--- src/rtl/swm_pkg.sv ---
`timescale 1ns / 1ps
// ----------------------------------------------------------------------------
// swm_pkg
// shared constants and controller/datapath interface types for the
// sliding window maximum core
// ----------------------------------------------------------------------------
package swm_pkg;

    localparam int MAX_WINDOW_DEF = 64;
    localparam int DATA_W         = 32;
    localparam int WSIZE_W        = 7;
    localparam int APB_ADDR_W     = 2;
    localparam int APB_DATA_W     = 32;

    localparam logic [WSIZE_W-1:0]    WSIZE_RESET    = 7'd1;
    localparam logic [APB_ADDR_W-1:0] ADDR_WIN_SIZE  = 2'd0;

    typedef struct packed {
        logic load;
        logic rd_head;
        logic rd_tail;
        logic pop_head;
        logic pop_tail;
        logic append;
        logic out_load;
    } swm_cmd_t;

    typedef struct packed {
        logic win_zero;
        logic occ_zero;
        logic expire_hit;
        logic drop_hit;
        logic result_ok;
        logic out_busy;
    } swm_status_t;

endpackage

--- src/rtl/swm_ram.sv ---
`timescale 1ns / 1ps
// ----------------------------------------------------------------------------
// swm_ram
// generic single write port, single read port ram with registered read
// ----------------------------------------------------------------------------
module swm_ram #(
    parameter int WIDTH = 32,
    parameter int DEPTH = 64
) (
    input  logic                     clk,
    input  logic                     we,
    input  logic [$clog2(DEPTH)-1:0] waddr,
    input  logic [WIDTH-1:0]         wdata,
    input  logic                     re,
    input  logic [$clog2(DEPTH)-1:0] raddr,
    output logic [WIDTH-1:0]         rdata
);

    logic [WIDTH-1:0] mem_reg [DEPTH];
    logic [WIDTH-1:0] rdata_reg;

    always_ff @(posedge clk)
    begin
        if (we)
        begin
            mem_reg[waddr] <= wdata;
        end
        if (re)
        begin
            rdata_reg <= mem_reg[raddr];
        end
    end

    assign rdata = rdata_reg;

endmodule

--- src/rtl/swm_ctrl.sv ---
`timescale 1ns / 1ps
// ----------------------------------------------------------------------------
// swm_ctrl
// sequencer for one item (a zero window only loads it): expire front entries, drop back entries,
// append, then, once the window has filled, read the front for the result
// ----------------------------------------------------------------------------
module swm_ctrl (
    input  logic                clk,
    input  logic                rst_n,
    input  logic                s_tvalid,
    output logic                s_tready,
    input  swm_pkg::swm_status_t status,
    output swm_pkg::swm_cmd_t    cmd
);

    typedef enum logic [7:0] {
        ST_IDLE     = 8'b0000_0001,
        ST_EXP_RD   = 8'b0000_0010,
        ST_EXP_CMP  = 8'b0000_0100,
        ST_DROP_RD  = 8'b0000_1000,
        ST_DROP_CMP = 8'b0001_0000,
        ST_APPEND   = 8'b0010_0000,
        ST_OUT_RD   = 8'b0100_0000,
        ST_OUT_WAIT = 8'b1000_0000
    } state_t;

    state_t state_reg;
    state_t state_next;

    always_ff @(posedge clk or negedge rst_n)
    begin
        if (!rst_n)
        begin
            state_reg <= ST_IDLE;
        end
        else
        begin
            state_reg <= state_next;
        end
    end

    always_comb
    begin
        state_next = state_reg;
        cmd        = '0;
        s_tready   = 1'b0;
        unique case (state_reg)
            ST_IDLE:
            begin
                s_tready = 1'b1;
                if (s_tvalid)
                begin
                    cmd.load = 1'b1;
                    if (!status.win_zero)
                    begin
                        state_next = ST_EXP_RD;
                    end
                end
            end
            ST_EXP_RD:
            begin
                if (status.occ_zero)
                begin
                    state_next = ST_DROP_RD;
                end
                else
                begin
                    cmd.rd_head = 1'b1;
                    state_next  = ST_EXP_CMP;
                end
            end
            ST_EXP_CMP:
            begin
                if (status.expire_hit)
                begin
                    cmd.pop_head = 1'b1;
                    state_next   = ST_EXP_RD;
                end
                else
                begin
                    state_next = ST_DROP_RD;
                end
            end
            ST_DROP_RD:
            begin
                if (status.occ_zero)
                begin
                    state_next = ST_APPEND;
                end
                else
                begin
                    cmd.rd_tail = 1'b1;
                    state_next  = ST_DROP_CMP;
                end
            end
            ST_DROP_CMP:
            begin
                if (status.drop_hit)
                begin
                    cmd.pop_tail = 1'b1;
                    state_next   = ST_DROP_RD;
                end
                else
                begin
                    state_next = ST_APPEND;
                end
            end
            ST_APPEND:
            begin
                cmd.append = 1'b1;
                state_next = ST_OUT_RD;
            end
            ST_OUT_RD:
            begin
                if (status.result_ok)
                begin
                    cmd.rd_head = 1'b1;
                    state_next  = ST_OUT_WAIT;
                end
                else
                begin
                    state_next = ST_IDLE;
                end
            end
            ST_OUT_WAIT:
            begin
                if (!status.out_busy)
                begin
                    cmd.out_load = 1'b1;
                    state_next   = ST_IDLE;
                end
            end
            default:
            begin
                state_next = ST_IDLE;
            end
        endcase
    end

endmodule

--- src/rtl/swm_datapath.sv ---
`timescale 1ns / 1ps
// ----------------------------------------------------------------------------
// swm_datapath
// deque ring in ram, head/tail pointers, counters, compare logic and
// output register
// ----------------------------------------------------------------------------
module swm_datapath #(
    parameter int MAX_WINDOW = swm_pkg::MAX_WINDOW_DEF
) (
    input  logic                                clk,
    input  logic                                rst_n,
    input  swm_pkg::swm_cmd_t                   cmd,
    output swm_pkg::swm_status_t                status,
    input  logic [$clog2(MAX_WINDOW+1)-1:0]     eff_win,
    input  logic signed [swm_pkg::DATA_W-1:0]   sample,
    input  logic                                start_req,
    input  logic                                m_tready,
    output logic                                m_tvalid,
    output logic signed [swm_pkg::DATA_W-1:0]   window_max
);

    localparam int IDX_W = $clog2(MAX_WINDOW);
    localparam int WIN_W = $clog2(MAX_WINDOW + 1);
    localparam int POS_W = $clog2(4 * MAX_WINDOW);
    localparam int RAM_W = swm_pkg::DATA_W + POS_W;

    localparam logic [IDX_W-1:0] IDX_LAST = IDX_W'(MAX_WINDOW - 1);
    localparam logic [WIN_W-1:0] OCC_FULL = WIN_W'(MAX_WINDOW);
    localparam logic [POS_W-1:0] POS_LAST = POS_W'(4 * MAX_WINDOW - 1);
    localparam logic [POS_W:0]   POS_MOD  = (POS_W + 1)'(4 * MAX_WINDOW);

    logic signed [swm_pkg::DATA_W-1:0] sample_reg;
    logic [IDX_W-1:0]                  head_reg;
    logic [IDX_W-1:0]                  head_next;
    logic [IDX_W-1:0]                  tail_reg;
    logic [IDX_W-1:0]                  tail_next;
    logic [WIN_W-1:0]                  occ_reg;
    logic [WIN_W-1:0]                  occ_next;
    logic [POS_W-1:0]                  pos_reg;
    logic [POS_W-1:0]                  pos_next;
    logic [WIN_W-1:0]                  filled_reg;
    logic [WIN_W-1:0]                  filled_next;
    logic                              out_valid_reg;
    logic signed [swm_pkg::DATA_W-1:0] out_data_reg;

    logic [IDX_W-1:0]                  head_inc;
    logic [IDX_W-1:0]                  tail_inc;
    logic [IDX_W-1:0]                  tail_dec;
    logic                              ram_we;
    logic                              ram_re;
    logic [IDX_W-1:0]                  ram_raddr;
    logic [RAM_W-1:0]                  ram_wdata;
    logic [RAM_W-1:0]                  ram_rdata;
    logic signed [swm_pkg::DATA_W-1:0] rd_value;
    logic [POS_W-1:0]                  rd_pos;
    logic [POS_W:0]                    age_diff;
    logic [POS_W:0]                    age_wrap;
    logic [POS_W-1:0]                  age;

    assign head_inc = (head_reg == IDX_LAST) ? '0 : head_reg + 1'b1;
    assign tail_inc = (tail_reg == IDX_LAST) ? '0 : tail_reg + 1'b1;
    assign tail_dec = (tail_reg == '0) ? IDX_LAST : tail_reg - 1'b1;

    assign ram_we    = cmd.append && (occ_reg != OCC_FULL);
    assign ram_wdata = {pos_reg, sample_reg};
    assign ram_re    = cmd.rd_head || cmd.rd_tail;
    assign ram_raddr = cmd.rd_tail ? tail_dec : head_reg;

    swm_ram #(
        .WIDTH (RAM_W),
        .DEPTH (MAX_WINDOW)
    ) u_cand_ram (
        .clk   (clk),
        .we    (ram_we),
        .waddr (tail_reg),
        .wdata (ram_wdata),
        .re    (ram_re),
        .raddr (ram_raddr),
        .rdata (ram_rdata)
    );

    assign rd_value = ram_rdata[swm_pkg::DATA_W-1:0];
    assign rd_pos   = ram_rdata[swm_pkg::DATA_W +: POS_W];

    // age modulo the position range
    assign age_diff = {1'b0, pos_reg} - {1'b0, rd_pos};
    assign age_wrap = age_diff + POS_MOD;
    assign age      = age_diff[POS_W] ? age_wrap[POS_W-1:0] : age_diff[POS_W-1:0];

    assign status.win_zero   = (eff_win == '0);
    assign status.occ_zero   = (occ_reg == '0);
    assign status.expire_hit = (age >= POS_W'(eff_win));
    assign status.drop_hit   = (rd_value <= sample_reg);
    assign status.result_ok  = (filled_reg >= eff_win) && (occ_reg != '0);
    assign status.out_busy   = out_valid_reg && !m_tready;

    always_comb
    begin
        head_next   = head_reg;
        tail_next   = tail_reg;
        occ_next    = occ_reg;
        pos_next    = pos_reg;
        filled_next = filled_reg;
        priority if (cmd.load && start_req)
        begin
            head_next   = '0;
            tail_next   = '0;
            occ_next    = '0;
            pos_next    = '0;
            filled_next = '0;
        end
        else if (cmd.pop_head)
        begin
            head_next = head_inc;
            occ_next  = occ_reg - 1'b1;
        end
        else if (cmd.pop_tail)
        begin
            tail_next = tail_dec;
            occ_next  = occ_reg - 1'b1;
        end
        else if (cmd.append)
        begin
            if (occ_reg != OCC_FULL)
            begin
                tail_next = tail_inc;
                occ_next  = occ_reg + 1'b1;
            end
            pos_next = (pos_reg == POS_LAST) ? '0 : pos_reg + 1'b1;
            if (filled_reg < eff_win)
            begin
                filled_next = filled_reg + 1'b1;
            end
        end
        else
        begin
            head_next = head_reg;
        end
    end

    always_ff @(posedge clk or negedge rst_n)
    begin
        if (!rst_n)
        begin
            head_reg      <= '0;
            tail_reg      <= '0;
            occ_reg       <= '0;
            pos_reg       <= '0;
            filled_reg    <= '0;
            out_valid_reg <= 1'b0;
        end
        else
        begin
            head_reg   <= head_next;
            tail_reg   <= tail_next;
            occ_reg    <= occ_next;
            pos_reg    <= pos_next;
            filled_reg <= filled_next;
            if (cmd.out_load)
            begin
                out_valid_reg <= 1'b1;
            end
            else if (m_tready)
            begin
                out_valid_reg <= 1'b0;
            end
        end
    end

    always_ff @(posedge clk)
    begin
        if (cmd.load)
        begin
            sample_reg <= sample;
        end
        if (cmd.out_load)
        begin
            out_data_reg <= rd_value;
        end
    end

    assign m_tvalid   = out_valid_reg;
    assign window_max = out_data_reg;

    a_occ_bound: assert property (@(posedge clk) disable iff (!rst_n)
        occ_reg <= OCC_FULL)
        else $error("deque occupancy above capacity");

    a_empty_ptrs: assert property (@(posedge clk) disable iff (!rst_n)
        (occ_reg == '0) |-> (head_reg == tail_reg))
        else $error("empty deque with head and tail apart");

    a_pop_nonempty: assert property (@(posedge clk) disable iff (!rst_n)
        (cmd.pop_head || cmd.pop_tail) |-> (occ_reg != '0))
        else $error("pop from empty deque");

    a_no_overwrite: assert property (@(posedge clk) disable iff (!rst_n)
        cmd.out_load |-> !(out_valid_reg && !m_tready))
        else $error("result overwritten before taken");

endmodule

--- src/rtl/sliding_window_maximum_core.sv ---
`timescale 1ns / 1ps
// each item: accept in idle, expire front entries, drop back entries, append,
// then read the front for the result once the window has filled; a zero
// window only loads the sample; a stalled output holds the core in the output
// wait state, so the next item waits; s_tready high only in idle
// reset: control, pointers and counters cleared, window_size set to 1;
// the candidate ram is not cleared and needs no clearing pass
// ----------------------------------------------------------------------------
// sliding_window_maximum_core
// running maximum over the last window_size samples (capped at MAX_WINDOW) using a monotonic deque
// ----------------------------------------------------------------------------
module sliding_window_maximum_core #(
    parameter int MAX_WINDOW = swm_pkg::MAX_WINDOW_DEF
) (
    input  logic                              clk,
    input  logic                              rst_n,
    // apb configuration
    input  logic                              psel,
    input  logic                              penable,
    input  logic                              pwrite,
    input  logic [swm_pkg::APB_ADDR_W-1:0]    paddr,
    input  logic [swm_pkg::APB_DATA_W-1:0]    pwdata,
    output logic [swm_pkg::APB_DATA_W-1:0]    prdata,
    output logic                              pready,
    // input stream
    input  logic                              s_tvalid,
    output logic                              s_tready,
    input  logic [31:0]                       s_tdata,   // [31:0] sample
    input  logic [0:0]                        s_tuser,   // [0] start_req
    // output stream
    output logic                              m_tvalid,
    input  logic                              m_tready,
    output logic [31:0]                       m_tdata    // [31:0] window_max
);

    localparam int WIN_W = $clog2(MAX_WINDOW + 1);

    logic [swm_pkg::WSIZE_W-1:0] window_size_reg;
    logic [WIN_W-1:0]            eff_win;
    logic                        cfg_wr;
    swm_pkg::swm_cmd_t           cmd;
    swm_pkg::swm_status_t        status;
    logic signed [31:0]          window_max;

    assign pready = 1'b1;
    assign cfg_wr = psel && penable && pwrite && pready
                    && (paddr == swm_pkg::ADDR_WIN_SIZE);

    always_ff @(posedge clk or negedge rst_n)
    begin
        if (!rst_n)
        begin
            window_size_reg <= swm_pkg::WSIZE_RESET;
        end
        else if (cfg_wr)
        begin
            window_size_reg <= pwdata[swm_pkg::WSIZE_W-1:0];
        end
    end

    always_comb
    begin
        if (paddr == swm_pkg::ADDR_WIN_SIZE)
        begin
            prdata = swm_pkg::APB_DATA_W'(window_size_reg);
        end
        else
        begin
            prdata = '0;
        end
    end

    // clamp window to the deque capacity
    always_comb
    begin
        if (int'(window_size_reg) > MAX_WINDOW)
        begin
            eff_win = WIN_W'(MAX_WINDOW);
        end
        else
        begin
            eff_win = WIN_W'(window_size_reg);
        end
    end

    swm_ctrl u_ctrl (
        .clk      (clk),
        .rst_n    (rst_n),
        .s_tvalid (s_tvalid),
        .s_tready (s_tready),
        .status   (status),
        .cmd      (cmd)
    );

    swm_datapath #(
        .MAX_WINDOW (MAX_WINDOW)
    ) u_datapath (
        .clk        (clk),
        .rst_n      (rst_n),
        .cmd        (cmd),
        .status     (status),
        .eff_win    (eff_win),
        .sample     (s_tdata),
        .start_req  (s_tuser[0]),
        .m_tready   (m_tready),
        .m_tvalid   (m_tvalid),
        .window_max (window_max)
    );

    assign m_tdata = window_max;

endmodule
--- config.mk ---
export PLATFORM = sky130hd
export DESIGN_NAME = sliding_window_maximum_core
export DESIGN_NICKNAME = d
export VERILOG_FILES = /design/src/rtl/swm_pkg.sv /design/src/rtl/swm_ram.sv /design/src/rtl/swm_ctrl.sv /design/src/rtl/swm_datapath.sv /design/src/rtl/sliding_window_maximum_core.sv
export SDC_FILE = /design/constraint.sdc
export NUM_CORES = 2
export LEC_CHECK = 0
export BUFFER_PORTS_ARGS = -buffer_cell sky130_fd_sc_hd__buf_4
export CORE_ASPECT_RATIO = 1.75
export CORE_MARGIN = 1.5
export CORE_UTILIZATION = 25
export CTS_CLUSTER_DIAMETER = 80
export DETAILED_ROUTE_END_ITERATION = 10
export PLACE_DENSITY = 0.36
export SETUP_SLACK_MARGIN = 0.15
export SYNTH_ARGS = -nofsm -noshare
export SYNTH_HDL_FRONTEND = slang
export SYNTH_HIERARCHICAL = 1
export SYNTH_SLANG_ARGS = --single-unit
--- constraint.sdc ---
create_clock -name clk -period 6.26 [get_ports clk]
set_input_delay 0 -clock clk [delete_from_list [all_inputs] [get_ports clk]]
set_output_delay 0 -clock clk [all_outputs]
set_load 0.005 [all_outputs]
==> run summary <==
Worst reg-to-reg path cell count: 15
Syn Area/Cell: 21.7 sq um
DP Wirelength: 230 mm
Cells on Worst Hold Path: 2
Chip width: 493 microns
DR vias/cell: 4.65
RSZ-0062 raised after global routing: no
Core footprint: 418000 sq um
Critical Path AT: 5.96 ns
Count of different cell masters after synthesis: 75
Worst Hold Class: in -> reg
Post-CTS sizing: 0
Final Hold Vio Count: 0
Mapped Cells: 4832
Largest family of logic cells by synthesized area: multiplexers
Post-synth ARST share: 1.84%
Post-Synth Simple-Gate Area: 2.05%
Via count: 51.4k
Tcrit/Tclk final: 83.2%
Routed wl met2: 209 mm
CP required: 7.01 ns
CTS root buf: clkbuf_16
Maximum clock frequency: 0.192 GHz
Slew margin rel.: 25.0%
DIE AREA: 424000 sq um
Routed wl met3: 11.2 mm
Synthesized-area fraction occupied by adder cells: 0.758%
Hold_sp: s_tdata[6]
Vias in the first global route: 55.3k
Flops & latches, synth: 2714
Final Core Density: 29.6%
Top sig layer: met5
Critical R2R Launch: u_datapath/pos_reg[1]
# port buffers: 89
Reg-to-reg endpoint: u_datapath/filled_reg[4]
Most frequent cells in the layout: edfxtp_1 (2664), mux4_2 (608), buf_4 (318)
Crit Path Category: reg -> reg
CTS H-tree lvls: 5
Leak: 37.3 nW
CP cell instances: ha_1 -> a21o_1 -> a21oi_1 -> o211a_1 -> xnor2_1 -> ha_1 -> a211oi_1 -> o21ai_0 -> a31oi_1 -> o21ai_0 -> and2_1 -> nor2_1 -> nand3_1 -> or4_1 -> a21oi_1
Clk sinks: 2714
Fin. max-slew vios: 0
Clk Latency, worst-skew pair: 0.88 ns
Initial antenna violation count: 30
DR WL/cell: 33.1 microns
TritonCTS Buffers: 269
CTS tree: done
Syn. warnings: 6
R2r setup slk: 1.05 ns
Layout cells sized above 1: 27.4%
Ys flop type: edfxtp_1
# DRC: 0
Final ANT Viol Nets: 0
Final TNS setup: 0 ns
Worst-path maximum fanout: 19
Max IR drop VDD: 0.000203 V
Critical path's slowest cell: nor2_1
Max FFs per register: 2560
Post-synth EDFFs: 2664
Total wire length: 366 mm
Die H: 860 microns
# IOs: 141
Gp weighted congestion: 0.772
Critical path endpoint category: flip-flop
GRT Util Overall: 17.1%
Hold Path End: u_datapath/sample_reg[6]
First-pass GRT wire length: 494 mm
Hold-fix buffers, CTS: 92
CP Launch Type: flip-flop
Pin count of the biggest net entering global routing: 85
Drt initial violations: 4352
Worst path bufs/invs: 0
Number of post-CTS setup repair buffers: 0
Max Cap Viol: 0
Initial core utilization: 25.1%
Clk buf depth: 4
Crit-path max cell delay: 0.73 ns
Endpoints failing setup: 0
Nets: 5463
Seq/Total Area, Yosys: 77.4%
Router iterations before antenna repair: 5
Compound-Gate Fraction of Synth Area: 3.29%
Layout area overhead: 17.9%
Num rows: 314
M1 WL: 135 mm
Period minus WS final: 5.21 ns
Clk_skew: 0.0466 ns
Mapped Area: 105000 sq um
Multiplexer share of the synthesized area: 14.6%
Worst Max-Slew Pin Slew: 1.12 ns
Reg clk slew, reported paths: 0.06 ns
Synth Area in XOR/XNOR: 0.184%
Status: finished clean
Grt ovf: 0
Delay-heaviest family, CP: simple AND/OR/NAND/NOR gates
Most common cell after layout, fill and taps aside: edfxtp_1
Power per Cell Area: 367 nW/um^2
==> kinds of logic (layout without fill, tap and decap cells) <==
family          Yosys count  after routing
compound gates          506            506
xor+xnor                 22             22
fa+ha+maj                63             63
buf+inv                 341           1005
flops                  2714           2714
mux                     770            770
other cells               2             34
simple gates            414            414
==> metal layers <==
layer | up-vias | track usage, %
met1 | 28656 | 18.9
met4 | 2 | 4.77
met5 | - | 0
met2 | 1054 | 33.9
li1 | 21340 | -
met3 | 364 | 1.63
==> synthesized netlist by cell type (all sizes together), types with 35 or more instances <==
library cell	instances	area share, %
mux2	46	0.49
a221oi	36	0.31
o221ai	42	0.35
edfxtp	2664	76
ha	62	0.74
dfrtp	48	1.1
mux4	608	13
nand2	48	0.17
buf	189	1.1
clkbuf	90	0.32
mux2i	116	1.1
nor2b	35	0.21
o22ai	145	0.86
inv	62	0.22
nor2	141	0.51
a21oi	107	0.51
o21ai	42	0.20
nor4	43	0.26
==> worst reg2reg max path, delay by kind of cell (launching register included) <==
family	cells	cell delay (ns)
simple gates	4	2.19
xor+xnor	1	0.12
compound gates	8	1.56
flops	1	0.66
fa+ha+maj	2	0.58
==> power breakdown <==
part           internal [W]  total [W]  switching, W
Sequential           0.0212     0.0216      0.000417
Clock               0.00830     0.0155       0.00717
Combinational       0.00338    0.00838       0.00500
Total                0.0328     0.0454        0.0126
==> worst max-delay path by stage <==
stage                               start                                    to  cells past startpoint
floorplan             u_ctrl/state_reg[6]  u_datapath/u_cand_ram/mem_reg[48][0]                      8
global placement    u_datapath/pos_reg[1]              u_datapath/filled_reg[4]                     15
detailed placement  u_datapath/pos_reg[1]              u_datapath/filled_reg[4]                     15
CTS                 u_datapath/pos_reg[1]              u_datapath/filled_reg[4]                     15
global route        u_datapath/pos_reg[1]              u_datapath/filled_reg[3]                     15
finish              u_datapath/pos_reg[1]              u_datapath/filled_reg[4]                     15
==> stage by stage <==
stage          setup slack (ns)  total power, W  cells  hold WS (ns)  cell area (sq um)
6_report                   1.05          0.0454  11058         0.121             124000
5_1_grt                   0.610          0.0471  11052        0.0729             124000
4_1_cts                   0.934          0.0463  11050        0.0253             124000
3_5_place_dp              0.996          0.0306  10493         0.139             115000
3_3_place_gp              0.862          0.0305  10493         0.130             115000
2_1_floorplan              1.02          0.0271   4856        -0.296             105000
==> layout make-up <==
| type | count | area (sq um) |
|---|---|---|
| Fill cell | 40847 | 294000 |
| Sequential cell | 2714 | 81300 |
| Multi-Input combinational cell | 1801 | 22700 |
| Clock buffer | 324 | 7050 |
| Tap cell | 5530 | 6920 |
| Timing Repair Buffer | 478 | 4690 |
| Clock inverter | 141 | 875 |
| Inverter | 62 | 233 |
| Antenna cell | 8 | 20.0 |
Note: power is estimated with default switching activity, not from simulation.
